===== config.mk =====
export PLATFORM = sky130hd
export DESIGN_NAME = mst_mac
export DESIGN_NICKNAME = d
export VERILOG_FILES = /design/src/sv/mst_pkg.sv /design/src/sv/mst_mac.sv
export SDC_FILE = /design/constraint.sdc
export NUM_CORES = 2
export LEC_CHECK = 0
export ABC_AREA = 1
export BUFFER_PORTS_ARGS = -buffer_cell sky130_fd_sc_hd__buf_2
export CAP_MARGIN = 20
export CORE_UTILIZATION = 64
export DETAILED_ROUTE_END_ITERATION = 8
export PLACE_DENSITY = 0.81
export SETUP_SLACK_MARGIN = 0.02
export SYNTH_ARGS = -nofsm -noshare
export SYNTH_HDL_FRONTEND = slang
export SYNTH_SLANG_ARGS = --single-unit

===== constraint.sdc =====
create_clock -name clk -period 4.5 [get_ports clk]
set_clock_uncertainty 0.05 [all_clocks]
set_input_delay 1.35 -clock clk [delete_from_list [all_inputs] [get_ports clk]]
set_output_delay 1.35 -clock clk [all_outputs]
set_load 0.1 [all_outputs]

===== src/sv/mst_pkg.sv =====
`timescale 1ns / 1ps
package mst_pkg;

	localparam int ELEMS       = 16;
	localparam int STACK_DEPTH = 16;
	localparam int LVL_W       = $clog2(STACK_DEPTH + 1);
	localparam int STK_AW      = $clog2(STACK_DEPTH * ELEMS);
	localparam int CORDIC_STEPS = 20;

	localparam logic signed [31:0] ONE_Q16 = 32'sd65536;
	localparam logic signed [33:0] FULL_TURN    = 34'sd23592960;
	localparam logic signed [33:0] HALF_TURN    = 34'sd11796480;
	localparam logic signed [33:0] QUARTER_TURN = 34'sd5898240;
	localparam logic signed [33:0] CORDIC_GAIN  = 34'sd652032874;

	localparam logic [3:0] CMD_IDENT = 4'd0;
	localparam logic [3:0] CMD_LOAD  = 4'd1;
	localparam logic [3:0] CMD_MUL   = 4'd2;
	localparam logic [3:0] CMD_ROT   = 4'd3;
	localparam logic [3:0] CMD_TRANS = 4'd4;
	localparam logic [3:0] CMD_SCALE = 4'd5;
	localparam logic [3:0] CMD_PUSH  = 4'd6;
	localparam logic [3:0] CMD_POP   = 4'd7;
	localparam logic [3:0] CMD_READ  = 4'd8;

	localparam logic [1:0] ST_OK    = 2'd0;
	localparam logic [1:0] ST_OVFL  = 2'd1;
	localparam logic [1:0] ST_UNDFL = 2'd2;

	// where a MAC result goes
	localparam logic [1:0] DST_CUR = 2'd0;
	localparam logic [1:0] DST_STK = 2'd1;
	localparam logic [1:0] DST_OUT = 2'd2;
	localparam logic [1:0] DST_REG = 2'd3;

	localparam logic [1:0] SEL_X = 2'd0;
	localparam logic [1:0] SEL_Y = 2'd1;
	localparam logic [1:0] SEL_Z = 2'd2;
	localparam logic [1:0] SEL_C = 2'd3;

	typedef struct packed {
		logic [1:0]        dst;
		logic              bank;
		logic [3:0]        idx;
		logic [STK_AW-1:0] saddr;
	} mst_tag_t;

	typedef struct packed {
		logic [3:0] idx;
		logic [1:0] p;
		logic [1:0] q;
		logic [1:0] r;
		logic       sub;
	} rot_ent_t;

	function automatic logic signed [33:0] atan_deg(input logic [4:0] i);
		logic signed [33:0] v;
		case (i)
			5'd0:  v = 34'sd2949120;
			5'd1:  v = 34'sd1740967;
			5'd2:  v = 34'sd919879;
			5'd3:  v = 34'sd466945;
			5'd4:  v = 34'sd234379;
			5'd5:  v = 34'sd117304;
			5'd6:  v = 34'sd58666;
			5'd7:  v = 34'sd29335;
			5'd8:  v = 34'sd14668;
			5'd9:  v = 34'sd7334;
			5'd10: v = 34'sd3667;
			5'd11: v = 34'sd1833;
			5'd12: v = 34'sd917;
			5'd13: v = 34'sd458;
			5'd14: v = 34'sd229;
			5'd15: v = 34'sd115;
			5'd16: v = 34'sd57;
			5'd17: v = 34'sd29;
			5'd18: v = 34'sd14;
			5'd19: v = 34'sd7;
			default: v = 34'sd0;
		endcase
		return v;
	endfunction

	// element = sat(mul(mul(p,q),v) +/- mul(r,s)); r == SEL_C means plain c
	function automatic rot_ent_t rot_entry(input logic [3:0] j);
		rot_ent_t e;
		case (j)
			4'd0: e = '{4'd0,  SEL_X, SEL_X, SEL_C, 1'b0};
			4'd1: e = '{4'd1,  SEL_Y, SEL_X, SEL_Z, 1'b0};
			4'd2: e = '{4'd2,  SEL_Z, SEL_X, SEL_Y, 1'b1};
			4'd3: e = '{4'd4,  SEL_X, SEL_Y, SEL_Z, 1'b1};
			4'd4: e = '{4'd5,  SEL_Y, SEL_Y, SEL_C, 1'b0};
			4'd5: e = '{4'd6,  SEL_Z, SEL_Y, SEL_X, 1'b0};
			4'd6: e = '{4'd8,  SEL_X, SEL_Z, SEL_Y, 1'b0};
			4'd7: e = '{4'd9,  SEL_Y, SEL_Z, SEL_X, 1'b1};
			default: e = '{4'd10, SEL_Z, SEL_Z, SEL_C, 1'b0};
		endcase
		return e;
	endfunction

	function automatic logic signed [31:0] sat_addsub(input logic signed [31:0] a,
			input logic signed [31:0] b, input logic sub);
		logic signed [32:0] s;
		s = sub ? (33'(a) - 33'(b)) : (33'(a) + 33'(b));
		if (s[32] != s[31])
			return s[32] ? 32'sh80000000 : 32'sh7fffffff;
		return s[31:0];
	endfunction

	function automatic logic signed [31:0] ident_elem(input logic [3:0] idx);
		return (idx[1:0] == idx[3:2]) ? ONE_Q16 : 32'sd0;
	endfunction

endpackage


===== src/sv/mst_mac.sv =====
`timescale 1ns / 1ps
module mst_mac (
	input  logic                    clk,
	input  logic                    arst_n,
	input  logic                    vld,
	input  logic                    first,
	input  logic                    fin,
	input  logic signed [31:0]      a,
	input  logic signed [31:0]      b,
	input  mst_pkg::mst_tag_t       tag,
	output logic                    res_vld,
	output mst_pkg::mst_tag_t       res_tag,
	output logic signed [31:0]      res_val,
	output logic                    busy
);
	import mst_pkg::*;

	logic signed [63:0] prod_s1;
	logic               vld_s1, first_s1, fin_s1;
	mst_tag_t           tag_s1;
	logic signed [66:0] acc_s2;
	logic               vld_s2;
	mst_tag_t           tag_s2;
	logic signed [66:0] rnd;
	logic signed [50:0] sh;

	always_ff @(posedge clk or negedge arst_n) begin
		if (!arst_n) begin
			vld_s1 <= 1'b0;
			vld_s2 <= 1'b0;
		end else begin
			vld_s1 <= vld;
			vld_s2 <= vld_s1 && fin_s1;
		end
	end

	always_ff @(posedge clk) begin
		prod_s1  <= a * b;
		first_s1 <= first;
		fin_s1   <= fin;
		tag_s1   <= tag;
		if (vld_s1) begin
			acc_s2 <= first_s1 ? 67'(prod_s1) : acc_s2 + 67'(prod_s1);
			tag_s2 <= tag_s1;
		end
	end

	// round half up, then saturate
	always_comb begin
		rnd = acc_s2 + 67'sd32768;
		sh  = rnd[66:16];
		if (sh > 51'sd2147483647)
			res_val = 32'sh7fffffff;
		else if (sh < -51'sd2147483648)
			res_val = 32'sh80000000;
		else
			res_val = sh[31:0];
	end

	assign res_vld = vld_s2;
	assign res_tag = tag_s2;
	assign busy    = vld_s1 || vld_s2;

endmodule


==> reports/metrics.csv <==
metric,value,unit
result of the run,finished with violations,
violated checks,"DRC, setup timing",
critical path start-end classification,input pin to flip-flop,
worst hold margin,0.359,ns
Die Outline Area,78000,um^2
cells along the critical path,buf_2 > buf_4 > buf_4 > nand2_1 > fa_1 > inv_1 > fa_1 > fa_1 > fa_1 > fa_1 > fa_2 > fa_2 > fa_2 > ha_4 > nand2_4 > a21oi_1 > nor2_2 > o21ai_4 > buf_4 > a21oi_1 > o211ai_1 > xor2_1,
required time of the critical path,4.78,ns
worst hold-check path type,flip-flop to flip-flop,
initial core utilization,64.7,%
post-detailed-routing wire length,213000,um
Worst setup SP type,input pin,
Max-Slew Margin vs Limit,29.6,%
GRT Overall Usage,47.4,%
main area contributors after synthesis,"fa_1, inv_1, nand2_1",
total of warnings raised by yosys,0,
"Clk Latency, worst-skew pair",0.46,ns
Max Root-Sink Buffers,2,
horizontal extent of the die,279,um
final hold vios,0,
cell repeated most along the worst path,fa_1,
Die Y-Extent,279,um
unrepaired setup endpoints after global routing,yes,
master cell of the clock root buffer,clkbuf_16,
crit-path max cell delay,0.60,ns
cell with the largest stage delay on the worst path,fa_1,
number of primary I/O pins,133,
Tcrit/Tclk final,178,%
row cnt,101,
ANT nets after route,0,
fin nets,8509,
DRC violation count after routing,24,
TritonCTS Buffers,17,
number of vias after detailed routing,51200,
net count after synthesis,7821,
Slew @ Worst Pin,1.06,ns
# Max-Cap Violations,0,
cell area after synthesis,49200,um^2
number of port buffers,132,
final critical path time including I/O delays and setup,8.03,ns
# hold bufs at CTS,0,
sum of overflow across all layers after global routing,0,
area of the placeable core,76100,um^2
global placer's final weighted congestion,1.02,
routed via count divided by cell count,6.28,
library cell occupying the most area in the post-synthesis netlist,fa_1,
achievable frequency,125,MHz
flip-flop and latch count after synthesis,165,
count of routing violations after the opening detailed-route iteration,7932,
sort of element at the end of the critical path,flip-flop,
wire length of the first global-routing pass,279000,um
final-report max-slew violation count,0,
fraction of final layout cells with drive strength greater than 1,22.9,%
clk sink count,165,
CTS tree,built,
synthesized area per cell,7.69,um^2
synth unique cells,39,
initial antenna violation count,24,
iteration count of the initial detailed-routing pass,9,
"Core Util, Final",82.1,%
Mapped Cells,6403,
top-area cell type share of the netlist area,44.0,%
area overhead of the layout relative to synthesis,26.8,%
top fanout value on the critical path,7,
number of global-route vias before repair,50900,
H-tree levels,4,
clock-pin slew reported for the worst setup and hold paths after clock tree synthesis,0.08,ns
"Setup violations, final",63,
worst setup margin,-3.53,ns
final routed wire length divided by cell count,26.1,um
dpl hpwl,141000,um
WP data arrival,8.31,ns
portion of the post-synthesis area used by sequential elements,8.40,%
pin count of the biggest net entering global routing,77,
==> metrics by stage <==
stage	TNS [ns]	cells	area, um^2	setup WS, ns
floorplan	-136.96	6403	51000	-3.27
global placement	-183.21	7937	57100	-4.07
detailed placement	-188.15	7937	57100	-4.19
CTS	-149.48	8072	60700	-3.24
global route	-178.79	8137	62400	-3.67
finish	-168.84	8149	62400	-3.53
==> final timing paths <==
check	slack (ns)	cells past startpoint	to	start
setup / recovery	-3.53	22	prod_s1[55]	a[12]
hold / removal	0.36	0	res_tag[14]	tag_s1[14]
setup reg to reg	1.10	14	acc_s2[61]	acc_s2[27]
hold reg to reg	0.36	0	res_tag[14]	tag_s1[14]
max in group asynchronous	3.69	1	vld_s1	arst_n
min in group asynchronous	0.60	1	vld_s1	arst_n
==> worst max-delay path: cells and delay by family <==
kind,cells,cell delay (ns)
AO/OA/AOI/OAI,4,0.87
XOR/XNOR,1,0.13
adder cells (fa/ha/maj),9,4.52
buffers and inverters,5,1.10
AND/OR/NAND/NOR,3,0.33
==> routing by layer <==
| layer | vias to the layer above | GRT usage, % | share of wire, % |
|---|---|---|---|
| met5 | - | 0.876 | 0.34 |
| met4 | 34 | 31.3 | 12 |
| met3 | 2382 | 13.1 | 15 |
| met2 | 5204 | 77.0 | 43 |
| met1 | 23700 | 55.2 | 30 |
| li1 | 19900 | - | - |
==> what timing repair did <==
action                     4_1_cts  5_1_grt
pin swaps                      289      326
gates cloned                     6        3
gates resized for setup        555      394
buffers inserted               100       72
setup endpoints to repair       90       89
==> Yosys cell counts (all sizes together) <==
cell type	number
nand2	1716
a21boi	6
fa	1083
o211ai	3
xor2	72
xnor2	38
nor4	14
a21o	13
clkbuf	200
ha	251
buf	12
dfxtp	81
or2	36
nor3	23
nor2	414
nand4	38
o21ai	143
o21a	10
o31ai	8
a21oi	190
o21bai	27
a31oi	24
and3	2
nand3	155
nand3b	6
a211oi	1
o22ai	1
inv	1747
and2	5
dfrtp	2
edfxtp	82
==> registers in the layout, summed over array words and instances (netlist names) <==
signal,cells
prod_s1,64
acc_s2,67
fin_s1,1
tag_s1,15
vld_s1,1
res_tag,15
first_s1,1
res_vld,1
==> cell type report <==
type	count	area, um^2
tap	1030	1290
timing repair buffer	881	8730
multi-input combinational	4279	41000
inverter	1747	6600
clock buffer	17	425
fill	4119	13700
antenna	15	37.5
sequential	165	4140
clock inverter	15	208
==> layout by cell type (no fill, tap or decap), types with 63 or more instances in the layout <==
cell         n
inv_1     1615
nand2_1   1595
fa_1       979
buf_4      559
nor2_1     321
ha_1       184
nand3_1    131
a21oi_1    127
inv_2      119
buf_12     117
buf_6      112
fa_2       104
o21ai_0     96
edfxtp_1    82
dfxtp_1     80
nand2_2     65
ha_4        65
xor2_1      63
==> cell families after synthesis <==
family / after synthesis / share of synthesized area, %
AND/OR/NAND/NOR: 2409 / 19.5
buffers and inverters: 1959 / 15.0
adder cells (fa/ha/maj): 1334 / 50.4
AO/OA/AOI/OAI: 426 / 4.74
flip-flops: 165 / 8.40
XOR/XNOR: 110 / 1.96
Power is not shown: default switching activity piles up to over one toggle a cycle in this logic, so the estimate is an artifact.
