**src/sv/mst_pkg.sv**
```systemverilog
`timescale 1ns / 1ps
package mst_pkg;

	localparam int ELEMS       = 16;
	localparam int STACK_DEPTH = 16;
	localparam int LVL_W       = $clog2(STACK_DEPTH + 1);
	localparam int STK_AW      = $clog2(STACK_DEPTH * ELEMS);
	localparam int CORDIC_STEPS = 20;

	localparam logic signed [31:0] ONE_Q16 = 32'sd65536;
	localparam logic signed [33:0] FULL_TURN    = 34'sd23592960;
	localparam logic signed [33:0] HALF_TURN    = 34'sd11796480;
	localparam logic signed [33:0] QUARTER_TURN = 34'sd5898240;
	localparam logic signed [33:0] CORDIC_GAIN  = 34'sd652032874;

	localparam logic [3:0] CMD_IDENT = 4'd0;
	localparam logic [3:0] CMD_LOAD  = 4'd1;
	localparam logic [3:0] CMD_MUL   = 4'd2;
	localparam logic [3:0] CMD_ROT   = 4'd3;
	localparam logic [3:0] CMD_TRANS = 4'd4;
	localparam logic [3:0] CMD_SCALE = 4'd5;
	localparam logic [3:0] CMD_PUSH  = 4'd6;
	localparam logic [3:0] CMD_POP   = 4'd7;
	localparam logic [3:0] CMD_READ  = 4'd8;

	localparam logic [1:0] ST_OK    = 2'd0;
	localparam logic [1:0] ST_OVFL  = 2'd1;
	localparam logic [1:0] ST_UNDFL = 2'd2;

	// where a MAC result goes
	localparam logic [1:0] DST_CUR = 2'd0;
	localparam logic [1:0] DST_STK = 2'd1;
	localparam logic [1:0] DST_OUT = 2'd2;
	localparam logic [1:0] DST_REG = 2'd3;

	localparam logic [1:0] SEL_X = 2'd0;
	localparam logic [1:0] SEL_Y = 2'd1;
	localparam logic [1:0] SEL_Z = 2'd2;
	localparam logic [1:0] SEL_C = 2'd3;

	typedef struct packed {
		logic [1:0]        dst;
		logic              bank;
		logic [3:0]        idx;
		logic [STK_AW-1:0] saddr;
	} mst_tag_t;

	typedef struct packed {
		logic [3:0] idx;
		logic [1:0] p;
		logic [1:0] q;
		logic [1:0] r;
		logic       sub;
	} rot_ent_t;

	function automatic logic signed [33:0] atan_deg(input logic [4:0] i);
		logic signed [33:0] v;
		case (i)
			5'd0:  v = 34'sd2949120;
			5'd1:  v = 34'sd1740967;
			5'd2:  v = 34'sd919879;
			5'd3:  v = 34'sd466945;
			5'd4:  v = 34'sd234379;
			5'd5:  v = 34'sd117304;
			5'd6:  v = 34'sd58666;
			5'd7:  v = 34'sd29335;
			5'd8:  v = 34'sd14668;
			5'd9:  v = 34'sd7334;
			5'd10: v = 34'sd3667;
			5'd11: v = 34'sd1833;
			5'd12: v = 34'sd917;
			5'd13: v = 34'sd458;
			5'd14: v = 34'sd229;
			5'd15: v = 34'sd115;
			5'd16: v = 34'sd57;
			5'd17: v = 34'sd29;
			5'd18: v = 34'sd14;
			5'd19: v = 34'sd7;
			default: v = 34'sd0;
		endcase
		return v;
	endfunction

	// element = sat(mul(mul(p,q),v) +/- mul(r,s)); r == SEL_C means plain c
	function automatic rot_ent_t rot_entry(input logic [3:0] j);
		rot_ent_t e;
		case (j)
			4'd0: e = '{4'd0,  SEL_X, SEL_X, SEL_C, 1'b0};
			4'd1: e = '{4'd1,  SEL_Y, SEL_X, SEL_Z, 1'b0};
			4'd2: e = '{4'd2,  SEL_Z, SEL_X, SEL_Y, 1'b1};
			4'd3: e = '{4'd4,  SEL_X, SEL_Y, SEL_Z, 1'b1};
			4'd4: e = '{4'd5,  SEL_Y, SEL_Y, SEL_C, 1'b0};
			4'd5: e = '{4'd6,  SEL_Z, SEL_Y, SEL_X, 1'b0};
			4'd6: e = '{4'd8,  SEL_X, SEL_Z, SEL_Y, 1'b0};
			4'd7: e = '{4'd9,  SEL_Y, SEL_Z, SEL_X, 1'b1};
			default: e = '{4'd10, SEL_Z, SEL_Z, SEL_C, 1'b0};
		endcase
		return e;
	endfunction

	function automatic logic signed [31:0] sat_addsub(input logic signed [31:0] a,
			input logic signed [31:0] b, input logic sub);
		logic signed [32:0] s;
		s = sub ? (33'(a) - 33'(b)) : (33'(a) + 33'(b));
		if (s[32] != s[31])
			return s[32] ? 32'sh80000000 : 32'sh7fffffff;
		return s[31:0];
	endfunction

	function automatic logic signed [31:0] ident_elem(input logic [3:0] idx);
		return (idx[1:0] == idx[3:2]) ? ONE_Q16 : 32'sd0;
	endfunction

endpackage

```
**src/sv/mst_cordic.sv**
```systemverilog
`timescale 1ns / 1ps
module mst_cordic (
	input  logic               clk,
	input  logic               arst_n,
	input  logic               start,
	input  logic signed [31:0] angle,
	output logic               done,
	output logic signed [31:0] sin_val,
	output logic signed [31:0] cos_val
);
	import mst_pkg::*;

	localparam logic [2:0] PH_IDLE = 3'd0;
	localparam logic [2:0] PH_RED  = 3'd1;
	localparam logic [2:0] PH_FOLD = 3'd2;
	localparam logic [2:0] PH_ITER = 3'd3;
	localparam logic [2:0] PH_OUT  = 3'd4;

	logic [2:0]         ph_q;
	logic [2:0]         k_q;
	logic [4:0]         i_q;
	logic signed [33:0] a_q, x_q, y_q, z_q;
	logic               neg_q, done_q;
	logic signed [31:0] sin_q, cos_q;

	logic signed [33:0] sub_v, r1, dx, dy, at, cq, sq;

	always_comb begin
		sub_v = FULL_TURN <<< k_q;
		r1    = (a_q > HALF_TURN) ? a_q - FULL_TURN : a_q;
		dx    = y_q >>> i_q;
		dy    = x_q >>> i_q;
		at    = atan_deg(i_q);
		cq    = (x_q + 34'sd8192) >>> 14;
		sq    = (y_q + 34'sd8192) >>> 14;
	end

	always_ff @(posedge clk or negedge arst_n) begin
		if (!arst_n) begin
			ph_q   <= PH_IDLE;
			done_q <= 1'b0;
		end else begin
			done_q <= 1'b0;
			unique case (ph_q)
				PH_IDLE: if (start) ph_q <= PH_RED;
				PH_RED:  if (k_q == 3'd0) ph_q <= PH_FOLD;
				PH_FOLD: ph_q <= PH_ITER;
				PH_ITER: if (i_q == 5'(CORDIC_STEPS - 1)) ph_q <= PH_OUT;
				PH_OUT: begin
					ph_q   <= PH_IDLE;
					done_q <= 1'b1;
				end
				default: ph_q <= PH_IDLE;
			endcase
		end
	end

	always_ff @(posedge clk) begin
		case (ph_q)
			PH_IDLE: begin
				// bias negative angles up by 128 turns; restoring steps bring it to [0, turn)
				a_q <= (angle < 0) ? 34'(angle) + (FULL_TURN <<< 7) : 34'(angle);
				k_q <= 3'd6;
			end
			PH_RED: begin
				if (a_q >= sub_v)
					a_q <= a_q - sub_v;
				k_q <= k_q - 3'd1;
			end
			PH_FOLD: begin
				x_q <= CORDIC_GAIN;
				y_q <= '0;
				i_q <= '0;
				if (r1 > QUARTER_TURN) begin
					z_q   <= r1 - HALF_TURN;
					neg_q <= 1'b1;
				end else if (r1 < -QUARTER_TURN) begin
					z_q   <= r1 + HALF_TURN;
					neg_q <= 1'b1;
				end else begin
					z_q   <= r1;
					neg_q <= 1'b0;
				end
			end
			PH_ITER: begin
				if (z_q >= 0) begin
					x_q <= x_q - dx;
					y_q <= y_q + dy;
					z_q <= z_q - at;
				end else begin
					x_q <= x_q + dx;
					y_q <= y_q - dy;
					z_q <= z_q + at;
				end
				i_q <= i_q + 5'd1;
			end
			PH_OUT: begin
				cos_q <= neg_q ? 32'(-cq) : 32'(cq);
				sin_q <= neg_q ? 32'(-sq) : 32'(sq);
			end
			default: ;
		endcase
	end

	assign done    = done_q;
	assign sin_val = sin_q;
	assign cos_val = cos_q;

endmodule
```
**config.mk**
```make
export PLATFORM = sky130hd
export DESIGN_NAME = mst_cordic
export DESIGN_NICKNAME = d
export VERILOG_FILES = /design/src/sv/mst_pkg.sv /design/src/sv/mst_cordic.sv
export SDC_FILE = /design/constraint.sdc
export NUM_CORES = 1
export LEC_CHECK = 0
export ABC_AREA = 1
export BUFFER_PORTS_ARGS = -buffer_cell sky130_fd_sc_hd__buf_2
export CORE_MARGIN = 1.5
export CORE_UTILIZATION = 45
export CTS_BUF_LIST = sky130_fd_sc_hd__clkbuf_16
export CTS_CLUSTER_DIAMETER = 80
export DETAILED_ROUTE_END_ITERATION = 10
export HOLD_SLACK_MARGIN = 0.1
export PLACE_DENSITY_LB_ADDON = 0.3
export SLEW_MARGIN = 20
export SYNTH_ARGS = -nofsm -noshare
export SYNTH_HDL_FRONTEND = slang
export SYNTH_SLANG_ARGS = --single-unit
export TNS_END_PERCENT = 30
```
**constraint.sdc**
```tcl
create_clock -name clk -period 10 [get_ports clk]
set_input_delay 3 -clock clk [delete_from_list [all_inputs] [get_ports clk]]
set_output_delay 3 -clock clk [all_outputs]
set_load 0.01 [all_outputs]
```
==> impl_metrics.tcl <==
set metrics [dict create \
    outcome "finished, final reports clean" \
    maxCapViolations 0 \
    gp_congestion 0.999 \
    critical-path-slowest-cell "edfxtp_1" \
    via_count 24800 \
    setup_tns_ns 0 \
    synth-adder-area-share_pct 7.30 \
    max_slew.worst_pin.slew_ns 0.882 \
    n_fill_cell 5566 \
    netlist_top_cells_count "nand2_1, inv_1, nand3_1" \
    cts_root_buf "clkbuf_16" \
    htree_levels 1 \
    clk_pin_slew_ns 0.07 \
    nets 3998 \
    holdWs_ns 0.578 \
    start_util_pct 45.7 \
    cts_sinks 235 \
    grt_pass1_wl_mm 116 \
    rsz0062_at_grt "no" \
    wire_per_inst_um 15.8 \
    cts_resized 0 \
    synthMuxAreaShare_pct 0.122 \
    synth_area_leaders "edfxtp_1, nand2_1, nand3_1" \
    num_io_pins 100 \
    postRouteAntennaNets 0 \
    drc 0 \
    crit_arrival_ns 6.37 \
    setup_viol 0 \
    hold_buffers 0 \
    fin_crit_ns 5.91 \
    async_flop_share_pct 1.70 \
    synth_most_common_cell "nand2_1" \
    clockBufferDepth 3 \
    first_pass_iters 5 \
    netlist_area_um2 24600 \
    routed_wl_mm 71.8 \
    synth_seq_area_share_pct 27.7 \
    cp.required_ns 10.46 \
    skew_ns 0.0185 \
    synth_top_family_by_area "simple AND/OR/NAND/NOR gates" \
    grt_antenna_before_repair 0 \
    hp-class "reg2reg" \
    dieArea_um2 56100 \
    crit_path_max_incr_delay_ns 0.77 \
    cts_made_buffers 31 \
    fin_crit_sh_pct 59.1 \
    crit_path_end_kind "register" \
    ys.flop_type "edfxtp_1" \
    cts_tree "done" \
    synth_cell_types 66 \
    timing.fmax_mhz 169 \
    num_rows 85 \
    drt_iter0_drc 2314 \
    slew_violations 0 \
    core-area_um2 53900 \
    met3_wirelength_mm 4.60 \
    grt_pass1_vias 22700 \
    synth_top_cell_by_area "edfxtp_1" \
    design_area_um2 26600 \
    cp_top_family "compound AO/OA/AOI/OAI gates" \
    synth.top_cell.area_share_pct 25.5 \
    num_antenna_cells 0 \
    die_y_um 237 \
    synth_compound_area_share_pct 14.4 \
    synthCells 3791 \
    hpwl_mm 55.3 \
    slew_headroom_pct 40.4 \
    portBuffers 99 \
    worstSkewPairLatency_ns 0.60 \
    crit_top_cell "nand2_1" \
    grt-ovfl-total 0 \
    criticalPathCategory "reg2reg" \
    route.met2.wl_mm 32.9 \
    synth_edf_count 209 \
    ys_seq_elements 235 \
    yosys_warnings 0 \
    grt_usage_pct 25.2 \
    final_layout_size_suffix_gt1_share_pct 7.18 \
    synth_xor_area_share_pct 6.42 \
    cp_num_buf_inv 4 \
    postSynthAreaPerCell_um2 6.50 \
    critPathLaunchType "register" \
    grt_max_degree 77 \
    synth_fp_nets 3968 \
    routed.top_layer "met4" \
    via_per_inst 5.46 \
    routedLengthMet1_mm 31.8 \
    post-cts-setup-buffers 0 \
    cp_max_fo 76 \
    placed_cell_area_um2 25600 \
    die_x_um 237 \
    syn2layout_area_growth_pct 8.12 \
    synth_simple_gate_area_share_pct 35.3 \
    hold_viol 0 \
    ff2ff_setup_slack_ns 4.09 \
]
-- cells by family (layout without fill, tap and decap cells) --
kind of cell	Yosys count	in the layout
AND/OR/NAND/NOR	2051	2051
flip-flops	235	235
XOR/XNOR	178	178
adder cells (fa/ha/maj)	142	142
buffers and inverters	538	593
AO/OA/AOI/OAI	644	644
multiplexers	3	3
-- layer usage --
metal	up-vias	track usage [%]
met1	11200	33.5
li1	12700	-
met2	832	42.4
met5	-	0
met3	135	2.82
met4	0	8.49
-- stage by stage --
| step | util (%) | cells | setup slack (ns) |
|---|---|---|---|
| 6_report | 49.4 | 4542 | 4.09 |
| 3_3_place_gp | 47.4 | 4484 | 4.31 |
| 3_5_place_dp | 47.4 | 4484 | 4.21 |
| 4_1_cts | 49.4 | 4542 | 4.21 |
| 2_1_floorplan | - | 3791 | 2.55 |
| 5_1_grt | 49.4 | 4542 | 3.45 |
-- worst register-to-register path: cells and delay by family (launching register included) --
family                     cells  cell delay, ns
AOI/OAI and AO/OA              7            1.54
xor gates and xnor gates       1            0.10
buffers and inverters          4            0.96
adders and majority gates      2            0.52
and+or+nand+nor               13            1.54
DFF                            1            0.77
muxes                          1            0.33
-- registers in the layout (all words and copies together), names as in the netlist --
name     count
x_q         34
ph_q         3
done         1
k_q          3
at          22
neg_q        1
cos_val     32
y_q         34
a_q         34
z_q         34
sin_val     32
i_q          5
-- cells in the final DEF, fill, tap and decap left out, types with 44 or more instances in the layout --
cell,count
nand4_1,44
o21ai_0,235
a21oi_1,235
edfxtp_1,209
buf_2,99
xnor2_1,59
xor2_1,116
nor2_1,337
inv_1,402
ha_1,139
nand3_1,351
o21ai_1,53
nand2_1,1176
-- cell type report --
| class | count | area, um2 | area share, % |
|---|---|---|---|
| timing repair buffer | 119 | 646 | 2.42 |
| tap | 696 | 871 | 3.27 |
| clock buffer | 34 | 851 | 3.19 |
| clock inverter | 24 | 198 | 0.742 |
| inverter | 416 | 1560 | 5.87 |
| sequential | 235 | 6820 | 25.6 |
| multi-input combinational | 3018 | 15700 | 58.9 |
-- worst paths after layout --
path	start	to	depth (start not counted)
max	i_q[0]	x_q[19]	28
min reg2reg	a_q[10]	a_q[10]	2
min in group asynchronous	arst_n	ph_q[2]	1
min	a_q[10]	a_q[10]	2
max reg2reg	i_q[0]	x_q[19]	28
max in group asynchronous	arst_n	ph_q[0]	1
Power is left out: the tool's default activity adds up to more than one toggle a clock period on the data nets, which glitch-free logic cannot reach.
